<file path="src/lphd_pkg.sv">
// Package for the link packet header deframer.
// Holds result kinds, phase and type codes, queue sizing and the command record.
// No dependencies.
`default_nettype none

package lphd_pkg;

    // Command queue between the byte front end and the result back end
    localparam int unsigned QUEUE_DEPTH = 4;
    localparam int unsigned QUEUE_AW    = $clog2(QUEUE_DEPTH);

    // Result kinds
    typedef enum logic [2:0] {
        KIND_NONE     = 3'd0,
        KIND_RAW_SIZE = 3'd1,
        KIND_RAW_TYPE = 3'd2,
        KIND_SHORT    = 3'd3,
        KIND_LONG     = 3'd4,
        KIND_VSIZE    = 3'd5,
        KIND_VTYPE    = 3'd6,
        KIND_PAYLOAD  = 3'd7
    } kind_t;

    // Byte position within a packet, counted from 1
    localparam logic [3:0] PH_FIRST   = 4'd1;
    localparam logic [3:0] PH_SIZE    = 4'd4;
    localparam logic [3:0] PH_TYPE    = 4'd5;
    localparam logic [3:0] PH_SHORT   = 4'd7;
    localparam logic [3:0] PH_LONG    = 4'd9;
    localparam logic [3:0] PH_VTYPE   = 4'd11;
    localparam logic [3:0] PH_PAYLOAD = 4'd12;

    // Raw packet types
    localparam logic [7:0] TYPE_LONG_A = 8'd1;
    localparam logic [7:0] TYPE_LONG_B = 8'd2;
    localparam logic [7:0] TYPE_SEQ    = 8'd3;
    localparam logic [7:0] TYPE_VIRT   = 8'd4;
    localparam logic [7:0] TYPE_SHORT  = 8'd5;

    // Countdown adjustments
    localparam logic [31:0] VHDR_BYTES = 32'd6;
    localparam logic [31:0] CONT_BYTES = 32'd4;
    localparam logic [31:0] ONE_BYTE   = 32'd1;

    // Sub-index of the final result of a continuation burst
    localparam logic [1:0] BURST_LAST = 2'd3;

    // One classified request for the back end
    typedef struct packed {
        kind_t       kind;
        logic [31:0] value;
        logic        packet_end;
        logic        burst;
    } cmd_t;

endpackage

`default_nettype wire

</file>
<file path="src/lphd_front.sv">
// Front end of the deframer: accepts link bytes, tracks the packet phase and
// header fields, and emits one command per byte. Depends on lphd_pkg.
`default_nettype none

module lphd_front (
    input  wire logic            aclk,
    input  wire logic            aresetn,
    input  wire logic            s_valid,
    output logic                 s_ready,
    input  wire logic [7:0]      s_data_byte,
    input  wire logic            q_full,
    output logic                 q_push,
    output lphd_pkg::cmd_t       q_cmd
);

    logic [3:0]  phase_reg, phase_next;
    logic [23:0] shift_reg;
    logic [31:0] remaining_reg, remaining_next;
    logic [7:0]  ptype_reg, ptype_next;
    logic [31:0] vsize_reg, vsize_next;
    logic        seq_start_reg, seq_start_next;
    logic [31:0] word32;
    logic [31:0] word16;
    logic [31:0] dec_amount;
    logic [31:0] remaining_dec;
    logic        is_long, is_vhdr, is_cont;

    assign s_ready = !q_full;
    assign q_push  = s_valid && s_ready;

    // Header words end at the current byte
    assign word32 = {shift_reg, s_data_byte};
    assign word16 = {16'd0, shift_reg[7:0], s_data_byte};

    // Classify the type at the long-word position
    assign is_long = (ptype_reg == lphd_pkg::TYPE_LONG_A) ||
                     (ptype_reg == lphd_pkg::TYPE_LONG_B);
    assign is_vhdr = !is_long && ((ptype_reg == lphd_pkg::TYPE_VIRT) ||
                     ((ptype_reg == lphd_pkg::TYPE_SEQ) && seq_start_reg));
    assign is_cont = !is_long && !is_vhdr && (ptype_reg == lphd_pkg::TYPE_SEQ);

    // One shared decrement of the countdown
    always_comb begin
        if (phase_reg == lphd_pkg::PH_LONG) begin
            dec_amount = is_cont ? lphd_pkg::CONT_BYTES : lphd_pkg::VHDR_BYTES;
        end else begin
            dec_amount = lphd_pkg::ONE_BYTE;
        end
    end
    assign remaining_dec = remaining_reg - dec_amount;

    // Build the command and the next header state
    always_comb begin
        q_cmd.kind       = lphd_pkg::KIND_NONE;
        q_cmd.value      = 32'd0;
        q_cmd.packet_end = 1'b0;
        q_cmd.burst      = 1'b0;
        remaining_next   = remaining_reg;
        ptype_next       = ptype_reg;
        vsize_next       = vsize_reg;
        seq_start_next   = seq_start_reg;
        case (phase_reg)
            lphd_pkg::PH_SIZE: begin
                remaining_next = word32;
                q_cmd.kind     = lphd_pkg::KIND_RAW_SIZE;
                q_cmd.value    = word32;
            end
            lphd_pkg::PH_TYPE: begin
                ptype_next  = s_data_byte;
                q_cmd.kind  = lphd_pkg::KIND_RAW_TYPE;
                q_cmd.value = {24'd0, s_data_byte};
            end
            lphd_pkg::PH_SHORT: begin
                if (ptype_reg == lphd_pkg::TYPE_SHORT) begin
                    q_cmd.kind       = lphd_pkg::KIND_SHORT;
                    q_cmd.value      = word16;
                    q_cmd.packet_end = 1'b1;
                end
            end
            lphd_pkg::PH_LONG: begin
                if (is_long) begin
                    q_cmd.kind       = lphd_pkg::KIND_LONG;
                    q_cmd.value      = word32;
                    q_cmd.packet_end = 1'b1;
                end else if (is_vhdr) begin
                    vsize_next     = word32;
                    q_cmd.kind     = lphd_pkg::KIND_VSIZE;
                    q_cmd.value    = word32;
                    seq_start_next = (ptype_reg == lphd_pkg::TYPE_VIRT);
                    remaining_next = remaining_dec;
                end else if (is_cont) begin
                    q_cmd.kind       = lphd_pkg::KIND_PAYLOAD;
                    q_cmd.value      = word32;
                    q_cmd.burst      = 1'b1;
                    remaining_next   = remaining_dec;
                    q_cmd.packet_end = (remaining_dec == 32'd0);
                end
            end
            lphd_pkg::PH_VTYPE: begin
                q_cmd.kind       = lphd_pkg::KIND_VTYPE;
                q_cmd.value      = word16;
                q_cmd.packet_end = (vsize_reg == 32'd0);
            end
            lphd_pkg::PH_PAYLOAD: begin
                q_cmd.kind       = lphd_pkg::KIND_PAYLOAD;
                q_cmd.value      = {24'd0, s_data_byte};
                remaining_next   = remaining_dec;
                q_cmd.packet_end = (remaining_dec == 32'd0);
            end
            default: begin
            end
        endcase
    end

    // Advance the phase: restart on packet end, jump to payload after a burst
    always_comb begin
        if (q_cmd.packet_end) begin
            phase_next = lphd_pkg::PH_FIRST;
        end else if (q_cmd.burst || phase_reg >= lphd_pkg::PH_PAYLOAD) begin
            phase_next = lphd_pkg::PH_PAYLOAD;
        end else if (phase_reg == 4'd0) begin
            phase_next = lphd_pkg::PH_FIRST;
        end else begin
            phase_next = phase_reg + 4'd1;
        end
    end

    // Control and header state
    always_ff @(posedge aclk) begin
        if (!aresetn) begin
            phase_reg     <= lphd_pkg::PH_FIRST;
            remaining_reg <= 32'd0;
            ptype_reg     <= 8'd0;
            vsize_reg     <= 32'd0;
            seq_start_reg <= 1'b1;
        end else if (q_push) begin
            phase_reg     <= phase_next;
            remaining_reg <= remaining_next;
            ptype_reg     <= ptype_next;
            vsize_reg     <= vsize_next;
            seq_start_reg <= seq_start_next;
        end
    end

    // Hold the last three header bytes
    always_ff @(posedge aclk) begin
        if (q_push) begin
            shift_reg <= {shift_reg[15:0], s_data_byte};
        end
    end

endmodule

`default_nettype wire

</file>
<file path="src/lphd_queue.sv">
// Short command queue between the front and back ends of the deframer.
// Flip-flop storage, one write (while not full) and one read (while not empty) per cycle. Depends on lphd_pkg.
`default_nettype none

module lphd_queue (
    input  wire logic            aclk,
    input  wire logic            aresetn,
    input  wire logic            push,
    input  wire lphd_pkg::cmd_t  push_cmd,
    output logic                 full,
    input  wire logic            pop,
    output logic                 head_valid,
    output lphd_pkg::cmd_t       head_cmd
);

    lphd_pkg::cmd_t                 mem_reg [lphd_pkg::QUEUE_DEPTH];
    logic [lphd_pkg::QUEUE_AW-1:0]  wr_ptr_reg, rd_ptr_reg;
    logic [lphd_pkg::QUEUE_AW:0]    count_reg, count_next;

    assign full       = (count_reg == (lphd_pkg::QUEUE_AW+1)'(lphd_pkg::QUEUE_DEPTH));
    assign head_valid = (count_reg != '0);
    assign head_cmd   = mem_reg[rd_ptr_reg];

    // Track fill level
    always_comb begin
        count_next = count_reg;
        if (push && !pop) begin
            count_next = count_reg + 1'b1;
        end else if (pop && !push) begin
            count_next = count_reg - 1'b1;
        end
    end

    always_ff @(posedge aclk) begin
        if (!aresetn) begin
            wr_ptr_reg <= '0;
            rd_ptr_reg <= '0;
            count_reg  <= '0;
        end else begin
            count_reg <= count_next;
            if (push) begin
                wr_ptr_reg <= wr_ptr_reg + 1'b1;
            end
            if (pop) begin
                rd_ptr_reg <= rd_ptr_reg + 1'b1;
            end
        end
    end

    // Store requests
    always_ff @(posedge aclk) begin
        if (push) begin
            mem_reg[wr_ptr_reg] <= push_cmd;
        end
    end

    a_no_overflow: assert property (@(posedge aclk) disable iff (!aresetn)
        !(push && full))
        else $error("queue written while full");

    a_no_underflow: assert property (@(posedge aclk) disable iff (!aresetn)
        !(pop && !head_valid))
        else $error("queue read while empty");

endmodule

`default_nettype wire

</file>
<file path="src/lphd_back.sv">
// Back end of the deframer: expands queued commands into results and holds
// them in an output register. Depends on lphd_pkg.
`default_nettype none

module lphd_back (
    input  wire logic            aclk,
    input  wire logic            aresetn,
    input  wire logic            head_valid,
    input  wire lphd_pkg::cmd_t  head_cmd,
    output logic                 pop,
    output logic                 m_valid,
    input  wire logic            m_ready,
    output logic [2:0]           m_kind,
    output logic [31:0]          m_value,
    output logic                 m_packet_end,
    output logic                 m_last
);

    logic                m_valid_reg, m_valid_next;
    lphd_pkg::kind_t     kind_reg, kind_next;
    logic [31:0]         value_reg, value_next;
    logic                end_reg, end_next;
    logic                last_reg, last_next;
    logic [1:0]          sub_reg, sub_next;
    logic                load;
    logic                final_part;

    assign load       = head_valid && (!m_valid_reg || m_ready);
    assign final_part = !head_cmd.burst || (sub_reg == lphd_pkg::BURST_LAST);
    assign pop        = load && final_part;

    // Select the next result from the queue head
    always_comb begin
        m_valid_next = m_valid_reg;
        kind_next    = kind_reg;
        value_next   = value_reg;
        end_next     = end_reg;
        last_next    = last_reg;
        sub_next     = sub_reg;
        if (load) begin
            m_valid_next = 1'b1;
            kind_next    = head_cmd.kind;
            end_next     = head_cmd.packet_end && final_part;
            last_next    = final_part;
            if (head_cmd.burst) begin
                case (sub_reg)
                    2'd0:    value_next = {24'd0, head_cmd.value[31:24]};
                    2'd1:    value_next = {24'd0, head_cmd.value[23:16]};
                    2'd2:    value_next = {24'd0, head_cmd.value[15:8]};
                    default: value_next = {24'd0, head_cmd.value[7:0]};
                endcase
                sub_next = final_part ? 2'd0 : sub_reg + 2'd1;
            end else begin
                value_next = head_cmd.value;
                sub_next   = 2'd0;
            end
        end else if (m_ready) begin
            m_valid_next = 1'b0;
        end
    end

    always_ff @(posedge aclk) begin
        if (!aresetn) begin
            m_valid_reg <= 1'b0;
            sub_reg     <= 2'd0;
        end else begin
            m_valid_reg <= m_valid_next;
            sub_reg     <= sub_next;
        end
    end

    // Result payload
    always_ff @(posedge aclk) begin
        kind_reg  <= kind_next;
        value_reg <= value_next;
        end_reg   <= end_next;
        last_reg  <= last_next;
    end

    assign m_valid      = m_valid_reg;
    assign m_kind       = kind_reg;
    assign m_value      = value_reg;
    assign m_packet_end = end_reg;
    assign m_last       = last_reg;

    a_end_is_last: assert property (@(posedge aclk) disable iff (!aresetn)
        (m_valid && m_packet_end) |-> m_last)
        else $error("packet end on a result that is not the last of its byte");

    a_burst_pending: assert property (@(posedge aclk) disable iff (!aresetn)
        (sub_reg != 2'd0) |-> (head_valid && head_cmd.burst))
        else $error("burst in progress without a burst command at the head");

    a_none_is_zero: assert property (@(posedge aclk) disable iff (!aresetn)
        (m_valid && (m_kind == lphd_pkg::KIND_NONE)) |-> (m_value == 32'd0))
        else $error("empty result carries a nonzero value");

endmodule

`default_nettype wire

</file>
<file path="src/link_packet_header_deframer.sv">
// Link packet header deframer: takes one link byte per cycle while s_ready is
// high and returns, per byte, one result (four for the ninth byte of a
// continuation type 3 packet). The front end accepts a byte every cycle while
// its four-entry command queue has room; the back end emits one result per
// cycle from an output register while m_ready allows, so a continuation burst
// occupies it for four results and other bytes for one each. A byte's first
// result passes through the command queue and the output register before it
// is presented. Depends on lphd_pkg, lphd_front, lphd_queue and lphd_back.
`default_nettype none

module link_packet_header_deframer (
    input  wire logic         aclk,
    input  wire logic         aresetn,
    input  wire logic         s_valid,
    output logic              s_ready,
    input  wire logic [7:0]   s_data_byte,
    output logic              m_valid,
    input  wire logic         m_ready,
    output logic [2:0]        m_kind,
    output logic [31:0]       m_value,
    output logic              m_packet_end,
    output logic              m_last
);

    logic            q_full;
    logic            q_push;
    lphd_pkg::cmd_t  q_cmd;
    logic            q_pop;
    logic            head_valid;
    lphd_pkg::cmd_t  head_cmd;

    // Classify incoming bytes
    lphd_front u_front (
        .aclk        (aclk),
        .aresetn     (aresetn),
        .s_valid     (s_valid),
        .s_ready     (s_ready),
        .s_data_byte (s_data_byte),
        .q_full      (q_full),
        .q_push      (q_push),
        .q_cmd       (q_cmd)
    );

    // Buffer requests between the two ends
    lphd_queue u_queue (
        .aclk       (aclk),
        .aresetn    (aresetn),
        .push       (q_push),
        .push_cmd   (q_cmd),
        .full       (q_full),
        .pop        (q_pop),
        .head_valid (head_valid),
        .head_cmd   (head_cmd)
    );

    // Expand requests into results
    lphd_back u_back (
        .aclk         (aclk),
        .aresetn      (aresetn),
        .head_valid   (head_valid),
        .head_cmd     (head_cmd),
        .pop          (q_pop),
        .m_valid      (m_valid),
        .m_ready      (m_ready),
        .m_kind       (m_kind),
        .m_value      (m_value),
        .m_packet_end (m_packet_end),
        .m_last       (m_last)
    );

endmodule

`default_nettype wire
</file>
<file path="config.mk">
export PLATFORM = sky130hd
export DESIGN_NAME = link_packet_header_deframer
export DESIGN_NICKNAME = d
export VERILOG_FILES = /design/src/lphd_pkg.sv /design/src/lphd_front.sv /design/src/lphd_queue.sv /design/src/lphd_back.sv /design/src/link_packet_header_deframer.sv
export SDC_FILE = /design/constraint.sdc
export NUM_CORES = 1
export LEC_CHECK = 0
export ABC_AREA = 1
export BUFFER_PORTS_ARGS = -buffer_cell sky130_fd_sc_hd__buf_2
export CAP_MARGIN = 5
export CORE_MARGIN = 2
export CORE_UTILIZATION = 26
export CTS_BUF_LIST = sky130_fd_sc_hd__clkbuf_16
export DETAILED_ROUTE_END_ITERATION = 8
export GPL_TIMING_DRIVEN = 0
export PLACE_DENSITY = 0.39
export SLEW_MARGIN = 10
export SYNTH_ARGS = -nofsm -noshare
export SYNTH_HDL_FRONTEND = slang
export SYNTH_SLANG_ARGS = --single-unit
</file>
<file path="constraint.sdc">
create_clock -name aclk -period 7.9 [get_ports aclk]
set_clock_uncertainty 0.2 [all_clocks]
set_input_delay 0.79 -clock aclk [delete_from_list [all_inputs] [get_ports aclk]]
set_output_delay 0.79 -clock aclk [all_outputs]
set_load 0.01 [all_outputs]
</file>
==> run summary, run 1 <==
Synth Area in Adders: 1.80%
CTS buffer count: 35
Post-CTS setup buffers: 0
Synth unique cells: 48
Initial Util: 26.2%
Post-synth top area cell: edfxtp_1
Mux cell area share after synthesis: 0%
DRC Markers: 0
Global-route total usage across every layer: 15.5%
Period utilization: 49.0%
Sequential cell area fraction in the yosys report: 60.4%
CP Max Fanout: 9
Slew margin rel.: 35.0%
Worst-path clk slew: 60 ps
Largest family of logic cells by synthesized area: simple AND/OR/NAND/NOR gates
Vias: 9942
Total core area: 0.0510 mm^2
Hold_buf cts: 0
First-pass GRT wire length: 62300 um
Die area: 0.0532 mm^2
Synth Flop Type: edfxtp_1
VDD IR max: 120 uV
Hold WC Path Type: flip-flop to flip-flop
Slew of the pin with the lowest slew margin: 966 ps
Largest net degree at the start of global routing: 32
Vias in the first global route: 10013
Post-Synth Simple-Gate Area: 20.9%
Max-Cap Viols: 0
WL final: 41200 um
CP Data Required Time: 8060 ps
Die span in y: 231 um
Mapped Avg Cell Area: 9.58 um^2
Placer Congestion: 0.805
Nets: 1516
Top cells by area, synth: edfxtp_1, dfxtp_1, nand2_1
Setup TNS: 0 ps
Max frequency: 0.258 GHz
Row cnt: 83
Compound-gate portion of the synthesized area: 11.2%
Initial antenna violation count: 0
Synth Warn #: 0
Proportion of layout cells with a drive suffix above 1: 11.8%
Worst-skew pair later-pin latency: 520 ps
Max-slew violation count: 0
Fin Hold WS: 280 ps
Crit Path Class: flip-flop to flip-flop
Avg Vias per Cell: 4.54
Final ANT Viol Nets: 0
R2R setup slack: 4030 ps
Cells after Synth: 1394
H-tree levels: 2
CTS Sinks: 298
Pwr/cell area: 317 mW/mm^2
Area added between synthesis and finish: 17.1%
Final Core Density: 30.7%
I/O Pins: 51
CTS tree: built
Mapped Area: 0.0134 mm^2
Xor and xnor area share after synthesis: 0.262%
Final Setup Violations: 0
ANT cells: 0
Yosys top cell area share: 47.0%
CP Launch Type: flip-flop
I/O Buffers: 50
Final WS setup: 4030 ps
First DRT Iteration DRCs: 708
Unrepaired setup endpoints after global routing: no
Leakage: 0.00628 uW
Worst slack, placed: 3980 ps
Die width: 231 um
CP arrival: 4030 ps
Post-CTS Resized: 0
Max reg flops: 148
FFs w/ async S/R, synth: 0%
Drt first pass iters: 5
WL per Instance: 18.8 um
Status: finished clean
Final Hold Vio Count: 0
Total grt overflow: 0
CTS root buf: clkbuf_16
DPL Wire Length: 30200 um
Min cycle time layout: 3870 ps
Clock buffer depth: 3
CP endpoint kind: flip-flop
Count of flip-flops with a built-in enable after synthesis: 209
Post-Syn Nets: 1424
Flops & latches, synth: 298
==> synthesized netlist by cell type (16+ instances only) <==
master,instances
nand2_1,280
nor2_1,236
edfxtp_1,209
inv_1,120
dfxtp_1,89
o21ai_0,85
a21oi_1,44
a31oi_1,39
nand3_1,38
clkbuf_1,32
a211oi_1,25
a32o_1,24
nor3_1,17
ha_1,16
==> metrics by stage <==
stage	total power, uW	instances	area (um^2)
4_1_cts	5040	2192	15600
3_5_place_dp	3540	2129	14600
6_report	4960	2192	15600
2_1_floorplan	2940	1394	13400
3_3_place_gp	3530	2124	14500
5_1_grt	5240	2192	15600
==> placed cells by master (no fill, tap or decap), types with 16 or more instances in the layout <==
cell type,instances
nor2_1,232
nand2_1,280
clkbuf_16,37
nor3_1,17
a211oi_1,25
edfxtp_1,209
nand3_1,38
inv_1,124
buf_2,63
clkbuf_1,32
a31oi_1,38
a32o_1,24
a21oi_1,44
dfxtp_1,89
ha_1,16
o21ai_0,85
==> cells by family after synthesis <==
| group | count (synthesis) |
|---|---|
| compound gates | 243 |
| xor+xnor | 4 |
| flops | 298 |
| buf+inv | 185 |
| simple gates | 646 |
| fa+ha+maj | 18 |
==> where the power goes <==
group	leakage, uW	total, uW	switching (uW)	internal (uW)
Combinational	0.00302	1400	981	423
Clock	0.000536	1490	643	845
Sequential	0.00272	2070	90.9	1980
==> final timing paths <==
path                                       startpoint               endpoint  cells after the start
worst max-delay path             u_front.ptype_reg[7]  u_queue.mem_reg[2][1]                     20
worst min-delay path            u_queue.rd_ptr_reg[1]  u_queue.rd_ptr_reg[1]                      2
worst max register to register   u_front.ptype_reg[7]  u_queue.mem_reg[2][1]                     20
worst min register to register  u_queue.rd_ptr_reg[1]  u_queue.rd_ptr_reg[1]                      2
==> worst max-delay path, stage by stage (launching register included) <==
cell and delay [ps]:
dfxtp_1 310, nor2_1 160, nand2_1 100, nor4_2 270
nand2_1 120, nand3_1 130, nand2_1 150, fa_1 480
nand2_2 160, nand2_4 90, nor2_8 200, nand2_1 70
nand2_1 60, nand2_1 140, nor2_1 140, nand3_1 110
nor3_1 190, nand4_1 120, nor2_1 130, nand2_1 160
nand2_1 190
==> routing by layer <==
| layer | vias to the layer above | wire length [um] | track usage (%) |
|---|---|---|---|
| li1 | 4948 | - | - |
| met1 | 4774 | 19700 | 21.2 |
| met2 | 173 | 19500 | 26.2 |
| met3 | 47 | 1150 | 1.68 |
| met4 | 0 | 761 | 3.73 |
| met5 | - | 0 | 0 |
==> cell type report <==
type                       instances  area [um^2]
fill                            5348        35400
tap                              680          851
multi-input combinational        911         4600
clock buffer                      37          926
timing repair buffer              55          350
inverter                         129          484
buffer                            56          255
clock inverter                    26          116
sequential                       298         8060
No activity file was read; power rests on OpenSTA's default activity.
==> run 2: changes to the inputs <==
ABC_AREA = 0   (was 1)
clock period = 3.8 ns   (was 7.9 ns; I/O delays follow)
==> run 2 against run 1 <==
The flow now finishes with violations (setup timing). Flip-flop and latch count did not move. Largest power group unchanged. Register-to-register slack got worse by 4200 ps. Clock-buffer cell count fell by 1. Area after synthesis fell by 3.9%. Non-clock buffer count rose by 18. Die area fell by 3.8%. Wire length fell by 9.3%. Cell count fell by 17%.
==> run summary, run 2 <==
FFs w/ async S/R, synth: 0%
Synth top cells by count: edfxtp_1, nand2_1, dfxtp_1
Synth Warn #: 0
CP Max Fanout: 5
Flops & latches, synth: 298
Leakage: 0.00546 uW
Vias in the first global route: 8401
Mapped Area: 0.0128 mm^2
Initial antenna violation count: 1
Count of flip-flops with a built-in enable after synthesis: 209
First-pass GRT wire length: 55400 um
CP arrival: 4160 ps
Top cells by area, synth: edfxtp_1, dfxtp_1, mux4_2
Most common cell in the netlist: edfxtp_1
Pwr/cell area: 646 mW/mm^2
DRC Markers: 0
CTS root buf: clkbuf_16
Fin area: 0.0156 mm^2
Number of filler cells placed in the layout: 4984
Yosys top cell area share: 48.9%
Die span in y: 226 um
Nets: 1150
Final Setup Violations: 7
CTS Sinks: 298
I/O Buffers: 49
CP Data Required Time: 4000 ps
Final Core Density: 31.9%
CP Launch Type: flip-flop
Synth Flop Type: edfxtp_1
Placed Area: 0.0142 mm^2
Global-route total usage across every layer: 14.7%
Synth Area in Adders: 1.87%
Xor and xnor area share after synthesis: 1.36%
Die width: 226 um
Final ANT Viol Nets: 0
Avg Vias per Cell: 4.67
Max reg flops: 148
Worst slack, placed: -755 ps
Post-synth top area cell: edfxtp_1
Slew of the pin with the lowest slew margin: 1120 ps
H-tree levels: 2
Initial Util: 26.3%
Total core area: 0.0488 mm^2
Mapped Avg Cell Area: 12.7 um^2
Vias: 8444
VDD IR max: 319 uV
Period utilization: 104%
DPL Wire Length: 26100 um
CTS buffer count: 36
Max-slew violation count: 0
Cells after Synth: 1009
Final Hold Vio Count: 0
WL final: 37300 um
Clock buffer depth: 3
Hold WC Path Type: input port to flip-flop
Total grt overflow: 0
WL per Instance: 20.6 um
Proportion of layout cells with a drive suffix above 1: 18.1%
Area added between synthesis and finish: 21.3%
CTS tree: built
Post-Synth Simple-Gate Area: 14.7%
Status: finished with violations
Placer Congestion: 0.847
Largest family of logic cells by synthesized area: simple AND/OR/NAND/NOR gates
Max-Cap Viols: 0
Final WS setup: -163 ps
Worst-skew pair later-pin latency: 540 ps
First DRT Iteration DRCs: 572
Worst-path clk slew: 60 ps
Most common cell after layout, fill and taps aside: edfxtp_1
I/O Pins: 51
Sequential cell area fraction in the yosys report: 62.8%
Setup TNS: -769 ps
Mux cell area share after synthesis: 7.28%
Row cnt: 81
Failing checks: setup timing
Drt first pass iters: 5
Unrepaired setup endpoints after global routing: yes
CP endpoint kind: flip-flop
Crit Path Class: flip-flop to flip-flop
Post-Syn Nets: 1039
Slew margin rel.: 25.5%
Compound-gate portion of the synthesized area: 9.87%
Max frequency: 0.252 GHz
Min cycle time layout: 3960 ps
Largest net degree at the start of global routing: 38
Die area: 0.0512 mm^2
Synth unique cells: 67
Commonest cells after routing, fill and taps aside: edfxtp_1, nand2_1, dfxtp_1, nor2b_1, buf_2
run 2: cell count changes after synthesis, sizes merged, moves of 42 or more:
cell	change
a21boi	+42
inv	-112
nand2	-173
nor2	-210
nor2b	+82
o21ai	-42
run 2: layer usage:
| metal | vias to the layer above | share of wire, % | GRT usage (%) |
|---|---|---|---|
| met1 | 4257 | 48 | 20.3 |
| met5 | - | 0 | 0 |
| li1 | 3984 | - | - |
| met4 | 0 | 2.4 | 4.18 |
| met2 | 152 | 46 | 23.5 |
| met3 | 51 | 3.9 | 2.90 |
run 2: cell type report:
type,count,area (um^2),area share [%]
antenna,2,5.00,0.0322
buffer,52,224,1.44
clock buffer,36,901,5.79
clock inverter,26,170,1.09
inverter,15,56.3,0.362
multi-input combinational,640,4770,30.7
sequential,298,8060,51.8
tap,664,831,5.34
timing repair buffer,77,541,3.47
run 2: path summary, 6_finish.rpt:
path | start | endpoint | slack, ps | cells past startpoint
worst max-delay path | u_front.phase_reg[1] | u_front.phase_reg[3] | -160 | 15
worst min-delay path | s_data_byte[5] | u_front.shift_reg[5] | 20 | 1
worst max register to register | u_front.phase_reg[1] | u_front.phase_reg[3] | -160 | 15
worst min register to register | u_front.vsize_reg[22] | u_front.vsize_reg[22] | 260 | 2
run 2: where the power goes:
| group | internal, uW | switching, uW |
|---|---|---|
| Combinational | 1020 | 1460 |
| Clock | 1850 | 1340 |
| Sequential | 4140 | 247 |
| Total | 7010 | 3040 |
run 2: what timing repair did:
action	in CTS	in global routing
endpoints found under the hold margin	9	0
setup buffers	9	8
setup endpoints to repair	23	16
gates resized for setup	27	12
hold buffers	6	0
pin swaps	22	14
run 2: cell families after synthesis:
family	count (synthesis)
buf+inv	71
compound gates	190
simple gates	365
mux	47
xor+xnor	20
fa+ha+maj	18
flops	298
run 2: metrics by stage:
stage	total power, uW	instances	hold slack [ps]
after floorplan	5910	1009	241
after detailed placement	6890	1727	259
after global routing	10600	1808	1.93
after global placement	6840	1722	253
after CTS	10200	1801	2.03
final	10100	1810	20.6
run 2: worst max-delay path, stage by stage (launching register included):
cell and delay [ps]:
dfxtp_2 330, inv_2 80, ha_4 150, nor2b_4 160, nand2_2 100, or2_4 260, fa_2 400, a21oi_2 180
nand4_1 150, or4_4 540, xnor2_2 160, nand4_1 100, or4b_4 540, o41ai_4 240, buf_6 180, a21oi_2 50
==> run 3: changes to the inputs <==
SKIP_CTS_REPAIR_TIMING = 1   (was default)
==> run 3 against run 2 <==
The run still ends with setup timing left. Wire length decreased by 0.35%. Combinational power is essentially flat. Cell count is 0.17% lower. Power hardly changed. Worst setup slack lost 180 ps. Critical endpoint unchanged. Sequential power about the same. First-iteration DRC count grew 16%. Flip-flop and latch count unchanged. Clock-buffer cell count unchanged.
==> run summary, run 3 (same netlist as run 2, synthesis figures left out) <==
Die span in y: 226 um
Min cycle time layout: 4150 ps
Max-Cap Viols: 0
Worst-path clk slew: 60 ps
Most common cell after layout, fill and taps aside: edfxtp_1
Total core area: 0.0488 mm^2
CTS tree: built
Row cnt: 81
CP Launch Type: flip-flop
Period utilization: 109%
Worst-skew pair later-pin latency: 540 ps
Final WS setup: -346 ps
Unrepaired setup endpoints after global routing: yes
Max-slew violation count: 0
I/O Buffers: 49
Global-route total usage across every layer: 14.7%
Crit Path Class: flip-flop to flip-flop
Final ANT Viol Nets: 0
Leakage: 0.00545 uW
Status: finished with violations
Placed insts: 1727
WL per Instance: 20.6 um
Nets: 1147
Final Hold Vio Count: 0
Max frequency: 0.241 GHz
Final Non-Filler Cells: 1807
Largest net degree at the start of global routing: 38
CTS Sinks: 298
Total grt overflow: 0
CTS root buf: clkbuf_16
DPL Wire Length: 26100 um
I/O Pins: 51
Failing checks: setup timing
Die area: 0.0512 mm^2
Max reg flops: 148
CTS buffer count: 36
Area added between synthesis and finish: 21.1%
Placer Congestion: 0.847
Initial Util: 26.3%
Proportion of layout cells with a drive suffix above 1: 18.2%
R2R setup slack: -350 ps
First DRT Iteration DRCs: 662
Clock buffer depth: 3
Avg Vias per Cell: 4.67
Worst slack, placed: -755 ps
Pwr/cell area: 647 mW/mm^2
Vias: 8444
Final Setup Violations: 12
Slew margin rel.: 27.2%
Initial antenna violation count: 1
WL final: 37200 um
VDD IR max: 319 uV
Vias in the first global route: 8306
CP Data Required Time: 3990 ps
DRC Markers: 0
CP Max Fanout: 5
Drt first pass iters: 5
Setup TNS: -1710 ps
Commonest cells after routing, fill and taps aside: edfxtp_1, nand2_1, dfxtp_1, nor2b_1, buf_2
CP endpoint kind: flip-flop
Die width: 226 um
Final Core Density: 31.8%
Slew of the pin with the lowest slew margin: 1090 ps
Fin Hold WS: 21.2 ps
First-pass GRT wire length: 54900 um
H-tree levels: 2
Hold WC Path Type: input port to flip-flop
CP arrival: 4340 ps
[run 3: worst max-delay path, cell delays in order, from the launching register on]
cell and delay, ps:
dfxtp_2 330, inv_2 80, ha_4 150, nor2b_4 170, nand2_2 80, or2_4 270, fa_2 410, a21oi_2 160
nand4_1 220, or4_4 510, xnor2_2 180, nand4_1 110, or4b_4 510, o41ai_4 370, buf_6 180, a21oi_2 60
[run 3: metrics by stage]
stage	total power (uW)	cell area, um^2
CTS	10100	15200
detailed placement	6890	14200
floorplan	5910	13000
finish	10100	15500
global placement	6840	14000
global route	10600	15500
[run 3: cell type report]
| type | instances | area [um^2] |
|---|---|---|
| Clock inverter | 26 | 170 |
| Buffer | 53 | 223 |
| Multi-Input combinational cell | 640 | 4790 |
| Tap cell | 664 | 831 |
| Inverter | 15 | 56.3 |
| Sequential cell | 298 | 8060 |
| Timing Repair Buffer | 73 | 505 |
| Antenna cell | 2 | 5.00 |
| Clock buffer | 36 | 901 |
| Fill cell | 5002 | 33300 |
[run 3: path summary, 6_finish.rpt]
check                      startpoint                       end  depth (start not counted)
min reg2reg  u_front.remaining_reg[0]  u_front.remaining_reg[0]                          2
min                    s_data_byte[5]      u_front.shift_reg[5]                          1
max reg2reg      u_front.phase_reg[1]      u_front.phase_reg[3]                         15
max              u_front.phase_reg[1]      u_front.phase_reg[3]                         15
[run 3: routing by layer]
metal	global-route usage (%)	vias to the layer above	share of wire, %
li1	-	3982	-
met1	20.3	4256	47
met2	23.3	157	46
met3	2.82	49	4.0
met4	4.14	0	2.3
met5	0	-	0
[run 3: power breakdown]
| part | total, uW | switching [uW] | internal [uW] |
|---|---|---|---|
| logic | 2490 | 1460 | 1030 |
| registers | 4390 | 246 | 4140 |
| clock network | 3180 | 1330 | 1850 |
| total | 10100 | 3040 | 7020 |
